<file path="src/design/mpeg_audio_header_decoder_assert.svh">
// Assertion macros shared by the header decoder RTL.
`ifndef MPEG_AUDIO_HEADER_DECODER_ASSERT_SVH
`define MPEG_AUDIO_HEADER_DECODER_ASSERT_SVH

// Same-cycle implication, disabled while reset is asserted.
`define MAHD_ASSERT_NOW(lbl, clk, rstn, ante, cons) \
  lbl: assert property (@(posedge clk) disable iff (!rstn) (ante) |-> (cons)) \
    else $error("mahd same-cycle check failed");

// Next-cycle implication, disabled while reset is asserted.
`define MAHD_ASSERT_NEXT(lbl, clk, rstn, ante, cons) \
  lbl: assert property (@(posedge clk) disable iff (!rstn) (ante) |=> (cons)) \
    else $error("mahd next-cycle check failed");

`endif

</file>
<file path="src/design/mahd_pkg.sv">
// Types, codes and lookup tables for the MPEG audio header decoder.
package mahd_pkg;

  localparam int unsigned QUO_W = 12;
  localparam int unsigned REM_W = 16;
  localparam int unsigned NUM_W = 27;

  localparam logic [1:0] VER_MPEG25 = 2'd0;
  localparam logic [1:0] VER_RSVD   = 2'd1;
  localparam logic [1:0] VER_MPEG2  = 2'd2;
  localparam logic [1:0] VER_MPEG1  = 2'd3;

  localparam logic [1:0] LAY_RSVD = 2'd0;
  localparam logic [1:0] LAY_L3   = 2'd1;
  localparam logic [1:0] LAY_L2   = 2'd2;
  localparam logic [1:0] LAY_L1   = 2'd3;

  localparam logic [1:0] SRI_RSVD    = 2'd3;
  localparam logic [1:0] MODE_SINGLE = 2'd3;
  localparam logic [3:0] BRI_FREE    = 4'd0;
  localparam logic [3:0] BRI_BAD     = 4'h0f;

  localparam logic [2:0] COL_V1_L1  = 3'd0;
  localparam logic [2:0] COL_V1_L2  = 3'd1;
  localparam logic [2:0] COL_V1_L3  = 3'd2;
  localparam logic [2:0] COL_V2_L1  = 3'd3;
  localparam logic [2:0] COL_V2_L23 = 3'd4;

  localparam logic [17:0] MULT_L1   = 18'd12000;
  localparam logic [17:0] MULT_FULL = 18'd144000;
  localparam logic [17:0] MULT_HALF = 18'd72000;

  localparam logic [10:0] SPF_L1   = 11'd384;
  localparam logic [10:0] SPF_FULL = 11'd1152;
  localparam logic [10:0] SPF_HALF = 11'd576;

  localparam logic [8:0] KBPS_TAB [16][5] = '{
    '{9'd0,   9'd0,   9'd0,   9'd0,   9'd0},
    '{9'd32,  9'd32,  9'd32,  9'd32,  9'd8},
    '{9'd64,  9'd48,  9'd40,  9'd48,  9'd16},
    '{9'd96,  9'd56,  9'd48,  9'd56,  9'd24},
    '{9'd128, 9'd64,  9'd56,  9'd64,  9'd32},
    '{9'd160, 9'd80,  9'd64,  9'd80,  9'd40},
    '{9'd192, 9'd96,  9'd80,  9'd96,  9'd48},
    '{9'd224, 9'd112, 9'd96,  9'd112, 9'd56},
    '{9'd256, 9'd128, 9'd112, 9'd128, 9'd64},
    '{9'd288, 9'd160, 9'd128, 9'd144, 9'd80},
    '{9'd320, 9'd192, 9'd160, 9'd160, 9'd96},
    '{9'd352, 9'd224, 9'd192, 9'd176, 9'd112},
    '{9'd384, 9'd256, 9'd224, 9'd192, 9'd128},
    '{9'd416, 9'd320, 9'd256, 9'd224, 9'd144},
    '{9'd448, 9'd384, 9'd320, 9'd256, 9'd160},
    '{9'd0,   9'd0,   9'd0,   9'd0,   9'd0}
  };

  function automatic logic [15:0] base_rate(input logic [1:0] sri);
    logic [15:0] r;
    case (sri)
      2'd0:    r = 16'd44100;
      2'd1:    r = 16'd48000;
      2'd2:    r = 16'd32000;
      default: r = 16'd0;
    endcase
    return r;
  endfunction

  // One word travelling down the divider row.
  typedef struct packed {
    logic              ok;
    logic              pad;
    logic              lay1;
    logic [15:0]       rate;
    logic [8:0]        kbps;
    logic [10:0]       spf;
    logic [1:0]        chans;
    logic [REM_W-1:0]  rem;
    logic [QUO_W-1:0]  dvd;
    logic [QUO_W-1:0]  quo;
  } pipe_t;

endpackage

</file>
<file path="src/design/mahd_front.sv">
// Header field decode, table lookup and numerator multiply stage.
module mahd_front
  import mahd_pkg::*;
(
  input  logic        clk_i,
  input  logic        rst_ni,
  input  logic        in_valid_i,
  output logic        in_ready_o,
  input  logic [31:0] header_i,
  output logic        out_valid_o,
  input  logic        out_ready_i,
  output pipe_t       out_o
);

  logic        valid_q;
  pipe_t       data_q, data_d;
  logic [1:0]  ver, lay, sri, mode;
  logic [3:0]  bri;
  logic        ok;
  logic [15:0] base;
  logic [2:0]  col;
  logic [17:0] mult;
  logic [8:0]  kbps;
  logic [NUM_W-1:0] num;

  assign ver  = header_i[20:19];
  assign lay  = header_i[18:17];
  assign bri  = header_i[15:12];
  assign sri  = header_i[11:10];
  assign mode = header_i[7:6];
  assign ok   = (&header_i[31:21]) && (ver != VER_RSVD) && (lay != LAY_RSVD) &&
                (sri != SRI_RSVD) && (bri != BRI_FREE) && (bri != BRI_BAD);
  assign base = base_rate(sri);

  always_comb begin
    if (lay == LAY_L1) begin
      col  = (ver == VER_MPEG1) ? COL_V1_L1 : COL_V2_L1;
      mult = MULT_L1;
    end else if (ver == VER_MPEG1) begin
      col  = (lay == LAY_L2) ? COL_V1_L2 : COL_V1_L3;
      mult = MULT_FULL;
    end else begin
      col  = COL_V2_L23;
      mult = (lay == LAY_L3) ? MULT_HALF : MULT_FULL;
    end
    kbps = KBPS_TAB[bri][col];
    num  = NUM_W'(mult) * NUM_W'(kbps);

    data_d       = '0;
    data_d.ok    = ok;
    data_d.pad   = header_i[9];
    data_d.lay1  = (lay == LAY_L1);
    data_d.kbps  = kbps;
    data_d.chans = (mode == MODE_SINGLE) ? 2'd1 : 2'd2;
    case (ver)
      VER_MPEG1: data_d.rate = base;
      VER_MPEG2: data_d.rate = base >> 1;
      default:   data_d.rate = base >> 2;
    endcase
    if (lay == LAY_L1) begin
      data_d.spf = SPF_L1;
    end else if (ver != VER_MPEG1 && lay == LAY_L3) begin
      data_d.spf = SPF_HALF;
    end else begin
      data_d.spf = SPF_FULL;
    end
    data_d.rem = REM_W'(num[NUM_W-1:QUO_W]);
    data_d.dvd = num[QUO_W-1:0];
  end

  assign in_ready_o  = !valid_q || out_ready_i;
  assign out_valid_o = valid_q;
  assign out_o       = data_q;

  always_ff @(posedge clk_i or negedge rst_ni) begin
    if (!rst_ni) begin
      valid_q <= 1'b0;
    end else if (in_ready_o) begin
      valid_q <= in_valid_i;
    end
  end

  always_ff @(posedge clk_i) begin
    if (in_ready_o && in_valid_i) begin
      data_q <= data_d;
    end
  end

endmodule

</file>
<file path="src/design/mahd_div_cell.sv">
// One restoring-division cell: yields one quotient bit per word.
module mahd_div_cell
  import mahd_pkg::*;
(
  input  logic  clk_i,
  input  logic  rst_ni,
  input  logic  in_valid_i,
  output logic  in_ready_o,
  input  pipe_t in_i,
  output logic  out_valid_o,
  input  logic  out_ready_i,
  output pipe_t out_o
);

  logic         valid_q;
  pipe_t        data_q, data_d;
  logic [REM_W:0] trial;
  logic [REM_W:0] diff;
  logic         ge;

  always_comb begin
    trial  = {in_i.rem, in_i.dvd[QUO_W-1]};
    ge     = trial >= {1'b0, in_i.rate};
    diff   = trial - {1'b0, in_i.rate};
    data_d = in_i;
    data_d.rem = ge ? diff[REM_W-1:0] : trial[REM_W-1:0];
    data_d.dvd = {in_i.dvd[QUO_W-2:0], 1'b0};
    data_d.quo = {in_i.quo[QUO_W-2:0], ge};
  end

  assign in_ready_o  = !valid_q || out_ready_i;
  assign out_valid_o = valid_q;
  assign out_o       = data_q;

  always_ff @(posedge clk_i or negedge rst_ni) begin
    if (!rst_ni) begin
      valid_q <= 1'b0;
    end else if (in_ready_o) begin
      valid_q <= in_valid_i;
    end
  end

  always_ff @(posedge clk_i) begin
    if (in_ready_o && in_valid_i) begin
      data_q <= data_d;
    end
  end

endmodule

</file>
<file path="src/design/mahd_back.sv">
// Output register: frame length finish and reject masking.
module mahd_back
  import mahd_pkg::*;
(
  input  logic        clk_i,
  input  logic        rst_ni,
  input  logic        in_valid_i,
  output logic        in_ready_o,
  input  pipe_t       in_i,
  output logic        out_valid_o,
  input  logic        out_ready_i,
  output logic        ok_o,
  output logic [11:0] frame_bytes_o,
  output logic [15:0] rate_o,
  output logic [8:0]  kbps_o,
  output logic [10:0] spf_o,
  output logic [1:0]  chans_o
);

  logic        valid_q;
  logic        ok_q;
  logic [11:0] frame_q, frame_d, slots;
  logic [15:0] rate_q;
  logic [8:0]  kbps_q;
  logic [10:0] spf_q;
  logic [1:0]  chans_q;

  always_comb begin
    slots   = in_i.quo + 12'(in_i.pad);
    frame_d = in_i.lay1 ? {slots[9:0], 2'b00} : slots;
  end

  assign in_ready_o    = !valid_q || out_ready_i;
  assign out_valid_o   = valid_q;
  assign ok_o          = ok_q;
  assign frame_bytes_o = frame_q;
  assign rate_o        = rate_q;
  assign kbps_o        = kbps_q;
  assign spf_o         = spf_q;
  assign chans_o       = chans_q;

  always_ff @(posedge clk_i or negedge rst_ni) begin
    if (!rst_ni) begin
      valid_q <= 1'b0;
    end else if (in_ready_o) begin
      valid_q <= in_valid_i;
    end
  end

  always_ff @(posedge clk_i) begin
    if (in_ready_o && in_valid_i) begin
      ok_q    <= in_i.ok;
      frame_q <= in_i.ok ? frame_d    : '0;
      rate_q  <= in_i.ok ? in_i.rate  : '0;
      kbps_q  <= in_i.ok ? in_i.kbps  : '0;
      spf_q   <= in_i.ok ? in_i.spf   : '0;
      chans_q <= in_i.ok ? in_i.chans : '0;
    end
  end

endmodule

</file>
<file path="src/design/mpeg_audio_header_decoder.sv">
// MPEG audio frame header decoder: top level.
//
// Slave stream: one 32-bit header word per handshake, first header byte in bits 31..24.
// Master stream: one decoded word per header; tuser carries header_ok, tdata the
// frame length, sample rate, bitrate, samples per frame and channel count.
// A rejected header (bad sync, reserved codes, free or bad bitrate) gives a word
// with every field zero.
// Pipeline: 14 register stages: one decode/multiply stage, a row of 12 divider
// cells (one quotient bit each, dividing by the sample rate), and the output
// register. The accept edge loads the first stage; each word then passes the
// divider cells in order and leaves from the output register.
// Throughput: one header per cycle unless stalled; every stage carries its own valid.
// Stall: a low m_axis_tready freezes the row stage by stage; s_axis_tready drops
// only once every stage holds a word.
// Reset: all stage valids clear, no word is in flight; no warm-up is needed.
`include "mpeg_audio_header_decoder_assert.svh"

module mpeg_audio_header_decoder
  import mahd_pkg::*;
(
  input  logic        clk_i,
  input  logic        rst_ni,
  input  logic        s_axis_tvalid,
  output logic        s_axis_tready,
  input  logic [31:0] s_axis_tdata,   // [31:0] header_word
  output logic        m_axis_tvalid,
  input  logic        m_axis_tready,
  output logic [55:0] m_axis_tdata,   // [11:0] frame_bytes, [27:12] sample_rate_hz,
                                      // [36:28] bitrate_kbps, [47:37] samples_in_frame,
                                      // [49:48] channel_count, [55:50] zero
  output logic [0:0]  m_axis_tuser    // [0] header_ok
);

  pipe_t        row   [QUO_W+1];
  logic         row_v [QUO_W+1];
  logic         row_r [QUO_W+1];
  logic         ok;
  logic [11:0]  frame_bytes;
  logic [15:0]  sample_rate_hz;
  logic [8:0]   bitrate_kbps;
  logic [10:0]  samples_in_frame;
  logic [1:0]   channel_count;

  mahd_front u_front (
    .clk_i       (clk_i),
    .rst_ni      (rst_ni),
    .in_valid_i  (s_axis_tvalid),
    .in_ready_o  (s_axis_tready),
    .header_i    (s_axis_tdata),
    .out_valid_o (row_v[0]),
    .out_ready_i (row_r[0]),
    .out_o       (row[0])
  );

  for (genvar i = 0; i < QUO_W; i++) begin : g_cell
    mahd_div_cell u_cell (
      .clk_i       (clk_i),
      .rst_ni      (rst_ni),
      .in_valid_i  (row_v[i]),
      .in_ready_o  (row_r[i]),
      .in_i        (row[i]),
      .out_valid_o (row_v[i+1]),
      .out_ready_i (row_r[i+1]),
      .out_o       (row[i+1])
    );
  end

  mahd_back u_back (
    .clk_i         (clk_i),
    .rst_ni        (rst_ni),
    .in_valid_i    (row_v[QUO_W]),
    .in_ready_o    (row_r[QUO_W]),
    .in_i          (row[QUO_W]),
    .out_valid_o   (m_axis_tvalid),
    .out_ready_i   (m_axis_tready),
    .ok_o          (ok),
    .frame_bytes_o (frame_bytes),
    .rate_o        (sample_rate_hz),
    .kbps_o        (bitrate_kbps),
    .spf_o         (samples_in_frame),
    .chans_o       (channel_count)
  );

  assign m_axis_tuser = ok;
  assign m_axis_tdata = {6'd0, channel_count, samples_in_frame, bitrate_kbps,
                         sample_rate_hz, frame_bytes};

  `MAHD_ASSERT_NOW(a_reject_zero, clk_i, rst_ni,
    m_axis_tvalid && !ok, (m_axis_tdata == '0))
  `MAHD_ASSERT_NOW(a_ok_fields, clk_i, rst_ni,
    m_axis_tvalid && ok,
    (frame_bytes != '0) && (sample_rate_hz != '0) && (bitrate_kbps != '0) &&
    (samples_in_frame != '0) && (channel_count != '0))
  `MAHD_ASSERT_NOW(a_full_when_blocked, clk_i, rst_ni,
    !s_axis_tready, m_axis_tvalid && !m_axis_tready)
  `MAHD_ASSERT_NEXT(a_frozen_row, clk_i, rst_ni,
    !s_axis_tready && !m_axis_tready, $stable(m_axis_tdata) && $stable(m_axis_tuser))

endmodule
</file>
<file path="config.mk">
export PLATFORM = sky130hd
export DESIGN_NAME = mpeg_audio_header_decoder
export DESIGN_NICKNAME = d
export VERILOG_FILES = /design/src/design/mahd_pkg.sv /design/src/design/mahd_front.sv /design/src/design/mahd_div_cell.sv /design/src/design/mahd_back.sv /design/src/design/mpeg_audio_header_decoder.sv
export VERILOG_INCLUDE_DIRS = /design/src /design/src/design
export SDC_FILE = /design/constraint.sdc
export NUM_CORES = 1
export LEC_CHECK = 0
export BUFFER_PORTS_ARGS = -buffer_cell sky130_fd_sc_hd__buf_2
export CORE_UTILIZATION = 40
export CTS_BUF_LIST = sky130_fd_sc_hd__clkbuf_4 sky130_fd_sc_hd__clkbuf_8
export CTS_CLUSTER_SIZE = 14
export DETAILED_ROUTE_END_ITERATION = 6
export HOLD_SLACK_MARGIN = 0.03
export PLACE_DENSITY_LB_ADDON = 0.2
export SLEW_MARGIN = 20
export SYNTH_ARGS = -nofsm -noshare
export SYNTH_HDL_FRONTEND = slang
export SYNTH_SLANG_ARGS = --single-unit
</file>
<file path="constraint.sdc">
create_clock -name clk_i -period 4.2 [get_ports clk_i]
set_input_delay 0.42 -clock clk_i [delete_from_list [all_inputs] [get_ports clk_i]]
set_output_delay 0.42 -clock clk_i [all_outputs]
set_load 0.005 [all_outputs]
</file>
Word-level counts from Yosys, hierarchy flattened
Memories as Yosys holds them, arrays and structs flattened.
Cells that the tools add are included.
{"block": "totals", "regBits": 945, "latch_bits": 0, "mem_bits_rw": 0, "rom_bits": 720, "in_bits": 36, "out_inout_bits": 59, "wordCells": 272, "mem_count": 1}
{"name": "(name not given)", "words": 16, "width": 45, "read_ports": 1, "rd_ports_with_merged_regs": 0, "write_ports": 0, "line": "mahd_front.sv:46", "source": "kbps = KBPS_TAB[bri][col];"}
{"block": "op_classes", "n_addsub": 12, "n_mul": 1, "div": 0, "magnitude_cmp": 14, "eq_ne": 12, "shift": 0, "muxes": 28, "bitwise": 3, "reduce_logical": 53}
{"cell": "17-bit by 16-bit >= comparator with 1-bit output", "count": 11}
{"cell": "16-bit 2-to-1 mux", "count": 11}
{"cell": "16-bit subtractor", "count": 11}
{"cell": "45-bit 2-to-1 mux", "count": 2}
{"cell": "18-bit 2-to-1 mux", "count": 3}
{"cell": "16-bit case mux with 3 select lines", "count": 1}
{"cell": "16-bit case mux with 2 select lines", "count": 1}
{"cell": "9-bit binary-select mux with 3-bit select", "count": 1}
{"cell": "18-bit by 9-bit multiplier with 27-bit output", "count": 1}
{"cell": "1-bit logical AND", "count": 20}
{"cell": "9-bit 2-to-1 mux", "count": 2}
{"cell": "16-bit >= comparator", "count": 1}
{"cell": "1-bit zero test", "count": 14}
{"cell": "1-bit logical OR", "count": 14}
{"cell": "12-bit by 1-bit adder with 12-bit output", "count": 1}
{"cell": "2-bit == test, second input constant", "count": 6}
{"cell": "12-bit 2-to-1 mux", "count": 1}
{"cell": "11-bit 2-to-1 mux", "count": 1}
{"cell": "11-bit AND reduction", "count": 1}
{"cell": "2-bit 2-to-1 mux", "count": 3}
{"cell": "3-bit 2-to-1 mux", "count": 2}
{"cell": "5-bit >= comparator, second input constant", "count": 1}
{"cell": "4-bit NOT with 5-bit output", "count": 1}
{"cell": "2-bit by 1-bit == test with 1-bit output, second input constant", "count": 2}
{"cell": "other kinds (10)", "count": 11}

Longest topological paths before layout
{"block": "depth", "ltp_word": 16, "mapped_depth": 26, "ltp_nobuf": 26}

Modules after synthesis
From an unflattened synthesis, not the netlist that was laid out.
{"block": "unflattened", "hier_cells": 3546, "area_unflattened_um2": 50571.0}
{"mod": "mahd_div_cell at g_cell[0].u_cell ...", "instances": 7, "cells_each": 245, "area_per_inst_um2": 3637.2}
{"mod": "mahd_div_cell at g_cell[1].u_cell ...", "instances": 5, "cells_each": 227, "area_per_inst_um2": 3528.4}
{"mod": "mahd_front", "instances": 1, "cells_each": 512, "area_per_inst_um2": 5081.1}
{"mod": "mahd_back", "instances": 1, "cells_each": 177, "area_per_inst_um2": 2338.5}
{"mod": "mpeg_audio_header_decoder", "instances": 1, "cells_each": 7, "area_per_inst_um2": 48.8}

Worst setup path before layout
Ideal clock, no wire load.
{"block": "synth_timing", "path_kind": "input port to flip-flop", "start": "in s_axis_tdata[19]", "end": "reg u_front.data_q (netlist bit u_front.out_o[38]) (data pin)", "setup_time_ps": 258, "arrival_time_ps": 5549, "path_slack_ps": -1606, "cell_stages": 23, "n_path_buf": 3, "path_cell_list": "clkbuf_1 > and2_1 > clkbuf_1 > clkbuf_1 > nor2_1 > a211oi_1 > o22ai_1 > inv_1 > nand2_1 > fa_1 > fa_1 > inv_1 > fa_1 > ha_1 > ha_1 > nor2b_1 > o31a_1 > o211ai_1 > a21oi_1 > a2111oi_1 > nand2b_1 > o21ai_1 > xnor2_1"}
{"item": "start: declaration", "line": "mpeg_audio_header_decoder.sv:25", "source": "input logic [31:0] s_axis_tdata,"}
{"item": "end signal: assignment", "line": "mahd_front.sv:85", "source": "data_q <= data_d;"}
{"item": "end: declaration", "line": "mahd_front.sv:16", "source": "pipe_t data_q, data_d;"}

==> results.md <==
- Outcome: complete, but fails checks
- Failing checks: setup timing
- Least-Margin Pin Slew: 986 ps
- Mapped Area: 35,700 µm²
- Clock Sink Count: 709
- Global route overflow: 0
- Avg Cell Area, Syn: 12.5 µm²
- Largest net degree at the start of global routing: 57
- Clk Tree Root Cell: clkbuf_8
- Worst vdd ir: 320 µV
- CP startpoint kind: input port
- Leakage power: 16.8 nW
- Worst Path Arrival: 5090 ps
- Crit Path Class: input port to flip-flop
- Clk_skew: 50.9 ps
- Area grow syn2layout: 15.8%
- Final instance area: 41,300 µm²
- Cell row count: 109
- First-pass GRT wire length: 115,000 µm
- Post-synth ARST share: 0.0197
- Routability cong.: 0.915
- DRC: 0
- Number of global-route vias before repair: 22,600
- Setup TNS: -2460 ps
- Final net count: 3,446
- Synthesized flop and latch total: 709
- Worst hold start: s_axis_tvalid
- Yosys cell types: 96
- Post-synthesis cell count: 2,848
- Fraction of layout cells with a size suffix above 1: 0.186
- Synthesized-area fraction occupied by and/or/nand/nor cells: 0.0955
- Initial antenna violation count: 2
- Ratio of final minimum period to clock period: 1.10
- Sequential-to-total area share from yosys stat: 0.595
- Max-slew headroom: 0.343
- Core Region: 88,400 µm²
- Warnings, synthesis: 0
- Synth Area in Compound Gates: 0.108
- PwrDens: 692 nW/µm²
- Die W: 301 µm
- Number of buffers created by CTS: 117
- Crit-path max FO: 4
- Worst Setup SP: s_axis_tdata[13]
- Tot Pwr: 28.6 mW
- Clk slew on worst S/H paths: 70 ps
- CTS Buffer Depth: 3
- Setup WS post-layout: -432 ps
- Max Cap Viol: 0
- Type of destination of the critical path: flip-flop
- Die Ht: 301 µm
- Buffers added on ports: 70
- Via count: 22,000
- Most frequent cells in the layout: edfxtp_1, inv_1, ha_1
- Commonest non-fill, non-tap cell in the layout: edfxtp_1
- Initial Util: 0.404
- WL/cell: 16.3 µm
- # IOs: 95
- Skew-Pair Late Insertion Delay: 750 ps
- Clock period minus worst slack: 4630 ps
- Max Slew Vio Count: 0
- DP Area: 38,300 µm²
- Min-delay worst type: input port to flip-flop
- CTS tree: yes
- H-tree depth: 3
- Mux contribution to synthesized area: 0.0182
- Fmax: 216 MHz
- Post-Synth XOR/XNOR Area: 0.0349
- Largest family of logic cells by synthesized area: compound AO/OA/AOI/OAI gates
- Final setup violation count: 9
- CP Data Required Time: 4660 ps
- RSZ-0062 raised after global routing: yes
- Adder-cell share of the synthesized area: 0.107
- Die area: 90,400 µm²
- Number of flops mapped to enable cells by yosys: 695
- GR Util All Layers: 0.158
- DR pass1 iterations: 5
- Final hold vios: 0
- Post-DP HPWL: 53,800 µm
- Critical R2R Launch: g_cell[2].u_cell.out_o[24]
- DRT antenna net count: 0
- Top_reg_cell synth: edfxtp_1
- Setup WS pre-CTS: -1550 ps
- Drt total wl: 71,500 µm
- Number of vias per cell: 5.01
- Iteration-0 DRC count of the detailed router: 1,207
## worst paths after layout
check	slack, ps	to	cells after the start
max	-430	u_front.out_o[37]	25
min	100	u_front.out_valid_o	2
max reg2reg	810	g_cell[3].u_cell.out_o[27]	10
min reg2reg	390	g_cell[8].u_cell.out_o[4]	0
max in group asynchronous	3740	g_cell[6].u_cell.out_valid_o	2
min in group asynchronous	160	u_back.out_valid_o	2
## worst max-delay path: stages
cell,delay (ps)
buf_12,90
clkinv_8,50
ha_4,230
o211ai_1,200
o31ai_1,110
o22ai_1,250
a21oi_2,90
buf_6,140
nor2_4,110
inv_2,40
fa_2,540
fa_1,400
inv_1,70
fa_1,450
ha_4,310
buf_6,90
ha_4,180
a21o_1,180
a21oi_2,180
o21ai_1,100
a31o_2,240
a21oi_4,210
o31ai_2,100
a21oi_1,180
xnor2_1,90
## area by class of cell
type / count / area, µm²
fill: 7918 / 47100
sequential: 709 / 21200
clock buffer: 172 / 2090
clock inverter: 47 / 358
multi-input combinational: 1796 / 13500
antenna: 1 / 2.50
tap: 1165 / 1460
timing repair buffer: 225 / 1640
inverter: 281 / 1080
## cell families after synthesis
| logic type | Yosys count |
|---|---|
| fa+ha+maj | 280 |
| xor+xnor | 142 |
| compound gates | 606 |
| simple gates | 694 |
| buf+inv | 359 |
| flops | 709 |
| mux | 57 |
| other cells | 1 |
## cells in the mapped netlist, types with 8 or more instances
library cell / count / area, µm²
o211ai_1: 9 / 67.6
xnor2_1: 88 / 771
and3_1: 15 / 93.8
o21a_1: 18 / 135
inv_1: 281 / 1050
and2_1: 52 / 325
nand2_1: 222 / 833
xor2_1: 54 / 473
a21o_1: 61 / 458
buf_2: 9 / 45.0
o22ai_1: 9 / 56.3
a21boi_0: 12 / 90.1
nand3_1: 48 / 240
a31o_2: 10 / 87.6
nor3_1: 18 / 90.1
a211oi_1: 20 / 150
nor2b_1: 34 / 213
nand4_1: 22 / 138
o31ai_1: 18 / 135
nor2_1: 153 / 574
mux2i_1: 16 / 160
dfrtp_1: 14 / 350
o21bai_1: 13 / 97.6
buf_4: 18 / 135
o21ai_0: 171 / 856
edfxtp_1: 695 / 20900
a31oi_1: 22 / 138
fa_1: 43 / 861
or2_2: 12 / 75.1
nand3b_1: 9 / 67.6
a21oi_1: 166 / 831
nand4b_1: 8 / 70.1
or3_1: 12 / 75.1
mux2_2: 34 / 383
nand2b_1: 52 / 325
clkbuf_1: 45 / 169
ha_1: 237 / 2970
nor4_1: 10 / 62.6
## registers in the layout, summed over array words and instances (netlist names)
register	cells
u_back.spf_o	4
u_back.frame_bytes_o	12
u_back.chans_o	2
g_cell.u_cell.out_o	608
u_back.out_valid_o	1
u_back.rate_o	14
u_back.ok_o	1
g_cell.u_cell.out_valid_o	12
u_back.kbps_o	6
u_front.out_valid_o	1
u_front.out_o	48
## per-layer routing
layer,vias up,global-route usage,routed length [µm],share of wire
met2,395,0.292,37200,0.52
met5,-,0,0,0
met4,0,0.0696,2700,0.038
li1,10900,-,-,-
met3,182,0.0263,2200,0.031
met1,10500,0.178,29400,0.41
## stage by stage
step / util / cells / hold WS [ps]
finish: 0.468 / 4396 / 103
global placement: 0.434 / 4160 / 343
CTS: 0.464 / 4389 / 55.8
global route: 0.468 / 4396 / 62.9
detailed placement: 0.434 / 4160 / 361
floorplan: - / 2864 / 124
## what timing repair did
action / CTS / global route
hold buffers: 5 / 0
gates resized for setup: 30 / 78
endpoints found under the hold margin: 20 / 0
setup buffers: 5 / 9
endpoints found under the setup margin: 10 / 12
pin swaps: 17 / 55
## where the power goes
group	total (mW)	leakage (nW)	switching, mW	internal, mW
sequential	11.5	6.96	0.989	10.5
combinational	10.9	8.56	6.10	4.83
clock	6.16	1.30	2.75	3.41
total	28.6	16.8	9.84	18.8
Power figures use the tool's default switching activity.
